### config.mk
export PLATFORM = sky130hd
export DESIGN_NAME = two_stack_fifo_queue
export DESIGN_NICKNAME = d
export VERILOG_FILES = /design/src/tsfq_pkg.sv /design/src/tsfq_ram.sv /design/src/tsfq_ctrl.sv /design/src/tsfq_datapath.sv /design/src/two_stack_fifo_queue.sv
export SDC_FILE = /design/constraint.sdc
export NUM_CORES = 1
export LEC_CHECK = 0
export BUFFER_PORTS_ARGS = -buffer_cell sky130_fd_sc_hd__buf_2
export CORE_ASPECT_RATIO = 0.8
export CORE_MARGIN = 1.5
export CORE_UTILIZATION = 39
export DETAILED_ROUTE_END_ITERATION = 6
export GPL_TIMING_DRIVEN = 0
export PLACE_DENSITY = 0.53
export SLEW_MARGIN = 20
export SYNTH_ARGS = -nofsm -noshare
export SYNTH_HDL_FRONTEND = slang
export SYNTH_SLANG_ARGS = --single-unit
export TNS_END_PERCENT = 1
### constraint.sdc
create_clock -name clk -period 9.2 [get_ports clk]
set_input_delay 1.38 -clock clk [delete_from_list [all_inputs] [get_ports clk]]
set_output_delay 1.38 -clock clk [all_outputs]
set_load 0.02 [all_outputs]
### src/tsfq_pkg.sv
// Shared types and codes for the two-stack FIFO queue.
// No dependencies; used by the controller, the datapath and the top level.
package tsfq_pkg;

	// Requested operation
	typedef enum logic {
		OP_PUSH = 1'b0,
		OP_POP  = 1'b1
	} op_t;

	// Result status codes
	typedef enum logic [1:0] {
		ST_OK    = 2'd0,
		ST_FULL  = 2'd1,
		ST_EMPTY = 2'd2
	} status_t;

	// Commands from the controller to the datapath
	typedef struct packed {
		logic    load_req;  // capture the push word of an accepted request
		logic    mv_rd;     // read top of input stack, drop input count
		logic    mv_wr;     // write read word onto output stack, bump output count
		logic    push_wr;   // write push word onto input stack
		logic    pop_rd;    // read top of output stack, drop output count
		logic    res_load;  // load the result register
		logic    res_pop;   // result carries the popped word
		status_t res_status;
	} ctrl_cmd_t;

	// Status from the datapath to the controller
	typedef struct packed {
		logic in_full;
		logic in_empty;
		logic out_empty;
		logic res_busy;   // result register holds an untaken result
	} dp_flags_t;

endpackage

### src/tsfq_ram.sv
// Generic single-write, single-read RAM with registered read data.
// No dependencies.
module tsfq_ram #(
	parameter int WIDTH = 32,
	parameter int DEPTH = 8
) (
	input  logic                                 clk,
	input  logic                                 we,
	input  logic [(DEPTH > 1 ? $clog2(DEPTH) : 1)-1:0] waddr,
	input  logic [WIDTH-1:0]                     wdata,
	input  logic                                 re,
	input  logic [(DEPTH > 1 ? $clog2(DEPTH) : 1)-1:0] raddr,
	output logic [WIDTH-1:0]                     rdata
);

	logic [WIDTH-1:0] mem [DEPTH];

	// Write port, registered read port
	always_ff @(posedge clk) begin
		if (we) begin
			mem[waddr] <= wdata;
		end
		if (re) begin
			rdata <= mem[raddr];
		end
	end

endmodule

### src/tsfq_ctrl.sv
// Controller state machine for the two-stack FIFO queue.
// Depends on tsfq_pkg; drives the datapath by command and status structs.
module tsfq_ctrl (
	input  logic                  clk,
	input  logic                  arst_n,
	input  logic                  in_valid,
	output logic                  in_ready,
	input  logic                  cmd,
	input  tsfq_pkg::dp_flags_t   flags,
	output tsfq_pkg::ctrl_cmd_t   ctl
);

	typedef enum logic [2:0] {
		S_IDLE,
		S_MOVE,
		S_PUSH,
		S_POP,
		S_FINISH
	} state_t;

	state_t              state_q;
	tsfq_pkg::op_t       op_q;
	tsfq_pkg::status_t   stat_q;
	logic                pend_q;
	logic                accept;

	assign in_ready = (state_q == S_IDLE);
	assign accept   = in_valid && in_ready;

	// Decode commands from the current state
	always_comb begin
		ctl            = '0;
		ctl.load_req   = accept;
		ctl.mv_rd      = (state_q == S_MOVE) && !flags.in_empty;
		ctl.mv_wr      = (state_q == S_MOVE) && pend_q;
		ctl.push_wr    = (state_q == S_PUSH);
		ctl.pop_rd     = (state_q == S_POP);
		ctl.res_load   = (state_q == S_FINISH) && !flags.res_busy;
		ctl.res_pop    = (op_q == tsfq_pkg::OP_POP) && (stat_q == tsfq_pkg::ST_OK);
		ctl.res_status = stat_q;
	end

	// Sequence one request: decide, transfer if needed, operate unless refused or empty, report
	always_ff @(posedge clk or negedge arst_n) begin
		if (!arst_n) begin
			state_q <= S_IDLE;
			op_q    <= tsfq_pkg::OP_PUSH;
			stat_q  <= tsfq_pkg::ST_OK;
			pend_q  <= 1'b0;
		end else begin
			pend_q <= (state_q == S_MOVE) && !flags.in_empty;
			case (state_q)
				S_IDLE: begin
					if (accept) begin
						stat_q <= tsfq_pkg::ST_OK;
						if (cmd == tsfq_pkg::OP_POP) begin
							op_q <= tsfq_pkg::OP_POP;
							if (flags.in_empty && flags.out_empty) begin
								stat_q  <= tsfq_pkg::ST_EMPTY;
								state_q <= S_FINISH;
							end else if (flags.out_empty) begin
								state_q <= S_MOVE;
							end else begin
								state_q <= S_POP;
							end
						end else begin
							op_q <= tsfq_pkg::OP_PUSH;
							if (flags.in_full && !flags.out_empty) begin
								stat_q  <= tsfq_pkg::ST_FULL;
								state_q <= S_FINISH;
							end else if (flags.in_full) begin
								state_q <= S_MOVE;
							end else begin
								state_q <= S_PUSH;
							end
						end
					end
				end
				S_MOVE: begin
					// leave once the last read word has been written
					if (flags.in_empty && !pend_q) begin
						state_q <= (op_q == tsfq_pkg::OP_POP) ? S_POP : S_PUSH;
					end
				end
				S_PUSH: begin
					state_q <= S_FINISH;
				end
				S_POP: begin
					state_q <= S_FINISH;
				end
				S_FINISH: begin
					if (!flags.res_busy) begin
						state_q <= S_IDLE;
					end
				end
				default: begin
					state_q <= S_IDLE;
				end
			endcase
		end
	end

endmodule

### src/tsfq_datapath.sv
// Datapath for the two-stack FIFO queue: both stacks, counts and result register.
// Depends on tsfq_pkg and tsfq_ram.
module tsfq_datapath #(
	parameter int STACK_DEPTH = 8,
	parameter int DATA_WIDTH  = 32
) (
	input  logic                 clk,
	input  logic                 arst_n,
	input  tsfq_pkg::ctrl_cmd_t  ctl,
	output tsfq_pkg::dp_flags_t  flags,
	input  logic [31:0]          push_value,
	output logic                 out_valid,
	input  logic                 out_ready,
	output logic [31:0]          pop_value,
	output logic [1:0]           status,
	output logic [4:0]           occupancy
);

	localparam int AW    = (STACK_DEPTH > 1) ? $clog2(STACK_DEPTH) : 1;
	localparam int CNT_W = $clog2(STACK_DEPTH + 1);
	localparam int OCC_W = CNT_W + 1;

	logic [CNT_W-1:0]      in_cnt_q;
	logic [CNT_W-1:0]      out_cnt_q;
	logic [CNT_W-1:0]      in_top;
	logic [CNT_W-1:0]      out_top;
	logic [OCC_W-1:0]      occ_sum;
	logic [DATA_WIDTH-1:0] val_q;
	logic [DATA_WIDTH-1:0] in_rdata;
	logic [DATA_WIDTH-1:0] out_rdata;
	logic                  out_valid_q;

	assign in_top  = in_cnt_q - 1'b1;
	assign out_top = out_cnt_q - 1'b1;
	assign occ_sum = OCC_W'(in_cnt_q) + OCC_W'(out_cnt_q);

	// Report stack and result status to the controller
	always_comb begin
		flags.in_full   = (in_cnt_q == CNT_W'(STACK_DEPTH));
		flags.in_empty  = (in_cnt_q == '0);
		flags.out_empty = (out_cnt_q == '0);
		flags.res_busy  = out_valid_q && !out_ready;
	end

	assign out_valid = out_valid_q;

	// Hold the push word of the accepted request
	always_ff @(posedge clk) begin
		if (ctl.load_req) begin
			val_q <= DATA_WIDTH'(push_value);
		end
	end

	// Input stack
	tsfq_ram #(
		.WIDTH (DATA_WIDTH),
		.DEPTH (STACK_DEPTH)
	) u_in_stack (
		.clk   (clk),
		.we    (ctl.push_wr),
		.waddr (in_cnt_q[AW-1:0]),
		.wdata (val_q),
		.re    (ctl.mv_rd),
		.raddr (in_top[AW-1:0]),
		.rdata (in_rdata)
	);

	// Output stack, filled from the input stack's read data
	tsfq_ram #(
		.WIDTH (DATA_WIDTH),
		.DEPTH (STACK_DEPTH)
	) u_out_stack (
		.clk   (clk),
		.we    (ctl.mv_wr),
		.waddr (out_cnt_q[AW-1:0]),
		.wdata (in_rdata),
		.re    (ctl.pop_rd),
		.raddr (out_top[AW-1:0]),
		.rdata (out_rdata)
	);

	// Advance stack counts
	always_ff @(posedge clk or negedge arst_n) begin
		if (!arst_n) begin
			in_cnt_q  <= '0;
			out_cnt_q <= '0;
		end else begin
			if (ctl.push_wr) begin
				in_cnt_q <= in_cnt_q + 1'b1;
			end else if (ctl.mv_rd) begin
				in_cnt_q <= in_top;
			end
			if (ctl.mv_wr) begin
				out_cnt_q <= out_cnt_q + 1'b1;
			end else if (ctl.pop_rd) begin
				out_cnt_q <= out_top;
			end
		end
	end

	// Result valid: set on load, drop when taken
	always_ff @(posedge clk or negedge arst_n) begin
		if (!arst_n) begin
			out_valid_q <= 1'b0;
		end else if (ctl.res_load) begin
			out_valid_q <= 1'b1;
		end else if (out_ready) begin
			out_valid_q <= 1'b0;
		end
	end

	// Result payload
	always_ff @(posedge clk) begin
		if (ctl.res_load) begin
			pop_value <= ctl.res_pop ? 32'(out_rdata) : 32'd0;
			status    <= ctl.res_status;
			occupancy <= 5'(occ_sum);
		end
	end

	// Counts never pass the stack depth
	a_cnt_bound: assert property (@(posedge clk) disable iff (!arst_n)
		(in_cnt_q <= CNT_W'(STACK_DEPTH)) && (out_cnt_q <= CNT_W'(STACK_DEPTH)))
		else $error("stack count beyond depth");

	// A push write never lands on a full input stack
	a_push_room: assert property (@(posedge clk) disable iff (!arst_n)
		ctl.push_wr |-> !flags.in_full)
		else $error("push on full input stack");

	// A pop read never targets an empty output stack
	a_pop_data: assert property (@(posedge clk) disable iff (!arst_n)
		ctl.pop_rd |-> !flags.out_empty)
		else $error("pop on empty output stack");

	// Each transfer write follows a transfer read in the previous cycle
	a_move_pair: assert property (@(posedge clk) disable iff (!arst_n)
		ctl.mv_wr |-> $past(ctl.mv_rd))
		else $error("transfer write without read");

endmodule

### src/two_stack_fifo_queue.sv
// Top level of the two-stack FIFO queue: controller plus datapath.
// Depends on tsfq_pkg, tsfq_ctrl, tsfq_datapath and tsfq_ram.
//
// FIFO queue built from an input and an output stack of STACK_DEPTH words
// each. One request (push or pop) is taken at a time and gives one result
// with status and total occupancy. A request that needs no transfer passes from
// acceptance through its push or pop state to the finish state, which loads the
// result; the next request can be taken after that. A refused push or an empty
// pop goes from acceptance straight to the finish state. When a push meets a
// full input stack with an empty output stack, or a pop meets an empty output
// stack, the input stack is first moved onto the output stack. The move goes
// one word per cycle through the stack RAMs' registered read port. A full push
// with data still in the output stack is refused with status 1. A pop on an
// empty queue gives status 2. The result register lets the next request be
// taken while a result waits. That request's result then holds until the
// waiting one is taken.
module two_stack_fifo_queue #(
	parameter int STACK_DEPTH = 8,
	parameter int DATA_WIDTH  = 32
) (
	input  logic        clk,
	input  logic        arst_n,
	input  logic        in_valid,
	output logic        in_ready,
	input  logic        cmd,
	input  logic [31:0] push_value,
	output logic        out_valid,
	input  logic        out_ready,
	output logic [31:0] pop_value,
	output logic [1:0]  status,
	output logic [4:0]  occupancy
);

	tsfq_pkg::ctrl_cmd_t ctl;
	tsfq_pkg::dp_flags_t flags;

	tsfq_ctrl u_ctrl (
		.clk      (clk),
		.arst_n   (arst_n),
		.in_valid (in_valid),
		.in_ready (in_ready),
		.cmd      (cmd),
		.flags    (flags),
		.ctl      (ctl)
	);

	tsfq_datapath #(
		.STACK_DEPTH (STACK_DEPTH),
		.DATA_WIDTH  (DATA_WIDTH)
	) u_datapath (
		.clk        (clk),
		.arst_n     (arst_n),
		.ctl        (ctl),
		.flags      (flags),
		.push_value (push_value),
		.out_valid  (out_valid),
		.out_ready  (out_ready),
		.pop_value  (pop_value),
		.status     (status),
		.occupancy  (occupancy)
	);

endmodule

==> results.cfg <==
[setup_path]
critPathKind = reg2reg
start_kind = flip-flop
worstPathArrival_ns = 3.61
cp_slowest_cell = clkbuf_1
critical_path_required_ns = 9.54
endpoint_kind = flip-flop
path_max_fanout = 10
worstPathCellList = buf_6 -> clkbuf_8 -> inv_1 -> ha_1 -> buf_2 -> clkbuf_1 -> mux4_1 -> mux2_4
crit_path_max_incr_delay_ns = 0.61

[sta]
finClkSkew_ns = 0.0224
tns_ns = 0
rsz0062_at_grt = false
fmax_mhz = 305
fin_crit_ns = 3.28
report.final.hold_viol_count = 0
layout_worst_path_cycle_share = 0.356
drv_slew = 0
slew_headroom = 0.312
worstMarginPinSlew_ns = 1.03
finalSetupViolCount = 0
layout_setup_ws_ns = 5.92

[drt]
m1WireLength_um = 22000
wire_per_inst_um = 21.8
wl_met2_um = 21900
first_pass_iters = 5
num_vias = 10400
drcViolationCount = 0
detail_route.wirelength_um = 46500
ant_nets = 0
wl_met3_um = 1850
highest_layer = met4
drt_iter0_drc = 781
vias_per_cell = 4.89

[layout]
drive_above_1_share = 0.341
multi_input_area_sq_um = 4700
fin_util = 0.463
mostFrequentLayoutCell = edfxtp_1
antennaDiodeCount = 0
fillers = 5114
area_growth_pct = 17.0
seq_area_sq_um = 19800
layout_common_cells = edfxtp_1, buf_2, mux4_2
nNetsFinal = 1291

[clock_tree]
cts_setup_buffers = 0
cts_tree = built
htreeDepth = 3
ctsResizeCount = 0
clock-sinks = 663
clockBufferDepth = 3
clkTransAtPathRegs_ns = 0.06
cts_root_buf = clkbuf_16
cts_buffers = 69
cts-hold-fix-buffers = 0
clock_latency_ns = 0.61

[die]
coreArea_sq_um = 62700
num_rows = 82
dieArea_sq_um = 65100
initial_core_util = 0.395
pin_count = 78
die_x_um = 285
die_h_um = 228

[global_routing]
antenna_found_initial = 0
grt_usage = 0.145
grt_max_degree = 37
grt_pass1_wl_um = 69400
grt_remaining_overflow = 0
grt_pass1_vias = 10900

[yosys]
yosysWarnings = 0
synth_cells = 1037
syn_avg_cell_area_sq_um = 23.9
synthesis.area_sq_um = 24800
syn-num-nets = 1084
synth_cell_type_count = 41
seq_area_frac_synth = 0.800
synth_seq_cells = 663
yosysTopAreaCell = edfxtp_1
synth_area_leaders = edfxtp_1, mux4_2, mux4_1
synth_top_area_share = 0.784

[place]
dp_hpwl_um = 30300
dp_slack_ns = 5.86
gp_congestion = 0.714
port-buffer-count = 77

[power_and_ir_drop]
max-vdd-ir-drop_v = 0.000129
power.leakage_uw = 0.00951
powerDensity_nw_per_um2 = 331

[status]
status = complete, no violations

[worst_hold_path]
min_path_type = reg2reg

[flow_run]
drv_cap = 0
logic make-up (layout without fill, tap and decap cells):
kind of cell | after synthesis | count (layout) | share of synthesized area
multiplexers | 196 | 196 | 0.152
adder cells (fa/ha/maj) | 10 | 10 | 0.00535
buffers and inverters | 51 | 312 | 0.0137
AND/OR/NAND/NOR | 87 | 87 | 0.0199
AO/OA/AOI/OAI | 20 | 20 | 0.00545
XOR/XNOR | 10 | 10 | 0.00354
flip-flops | 663 | 663 | 0.800
synth_stat cells (all sizes together):
cell and number:
or3 1, and3 1, o211ai 1, and4bb 1, or4 1, o41ai 2, nor2 9, o21ai 4
dfrtp 16, clkbuf 13, ha 9, inv 7, a21o 3, nor2b 4, nor3 10, mux2 65
nand2 15, a221o 1, a22oi 2, a21oi 3, mux4 128, mux2i 3, and2 32, fa 1
and4 1, o22ai 2, nand2b 4, xnor2 5, edfxtp 647, buf 31, nor3b 4, o31ai 2
xor2 5, nor4 4
worst max-delay path: cells and delay by family (launching register included):
kind | cells | cell delay [ns]
adders and majority gates | 1 | 0.45
buffers and inverters | 5 | 1.42
DFF | 1 | 0.41
muxes | 2 | 0.71
report_power, final:
part           leakage (uW)  switching [uW]  total (uW)  internal, uW
Clock               0.00102            1100        2600          1500
Sequential          0.00605             251        4210          3960
Combinational       0.00244            1460        2790          1340
state kept, by name (all words and copies together), names as in the netlist, 2 cells and up:
signal	flops
u_datapath.val_q	32
u_datapath.status	2
u_datapath.u_out_stack.rdata	32
u_datapath.out_cnt_q	4
u_ctrl.stat_q	2
u_datapath.u_out_stack.mem	256
u_datapath.u_in_stack.rdata	32
u_datapath.occupancy	5
u_datapath.u_in_stack.mem	256
u_ctrl.state_q	3
u_datapath.pop_value	32
u_datapath.in_cnt_q	4
worst paths after layout:
path                                         start                               end  slack, ns  cells past startpoint
max                        u_datapath.out_cnt_q[0]  u_datapath.u_out_stack.rdata[30]       5.92                      8
max reg2reg                u_datapath.out_cnt_q[0]  u_datapath.u_out_stack.rdata[30]       5.92                      8
min reg2reg                u_datapath.out_cnt_q[3]           u_datapath.out_cnt_q[3]       0.51                      1
max in group asynchronous                   arst_n            u_datapath.in_cnt_q[1]       8.22                      1
min                        u_datapath.out_cnt_q[3]           u_datapath.out_cnt_q[3]       0.51                      1
min in group asynchronous                   arst_n           u_datapath.out_cnt_q[0]       0.69                      1
layout make-up:
type                    count  area share
plain buffers              44      0.0108
flip-flops and latches    663       0.684
clock buffers              96      0.0666
multi-input cells         323       0.162
well taps                 840      0.0362
inverters                   7    0.000906
repair buffers            136      0.0333
clock inverters            29     0.00600
metrics by stage:
stage	hold slack [ns]	instances	power (uW)	cell area, sq um
6_report	0.511	2138	9600	29000
5_1_grt	0.533	2138	10100	29000
4_1_cts	0.510	2138	9770	29000
3_5_place_dp	0.500	2013	7140	26900
3_3_place_gp	0.484	1954	7070	26200
2_1_floorplan	0.447	1037	6160	24800
layer usage:
layer  GRT usage  vias up
li1            -     4774
met1       0.208     5399
met2       0.226      205
met3      0.0304       68
met4      0.0381        0
met5           0        -
No activity file was read; power rests on OpenSTA's default activity.
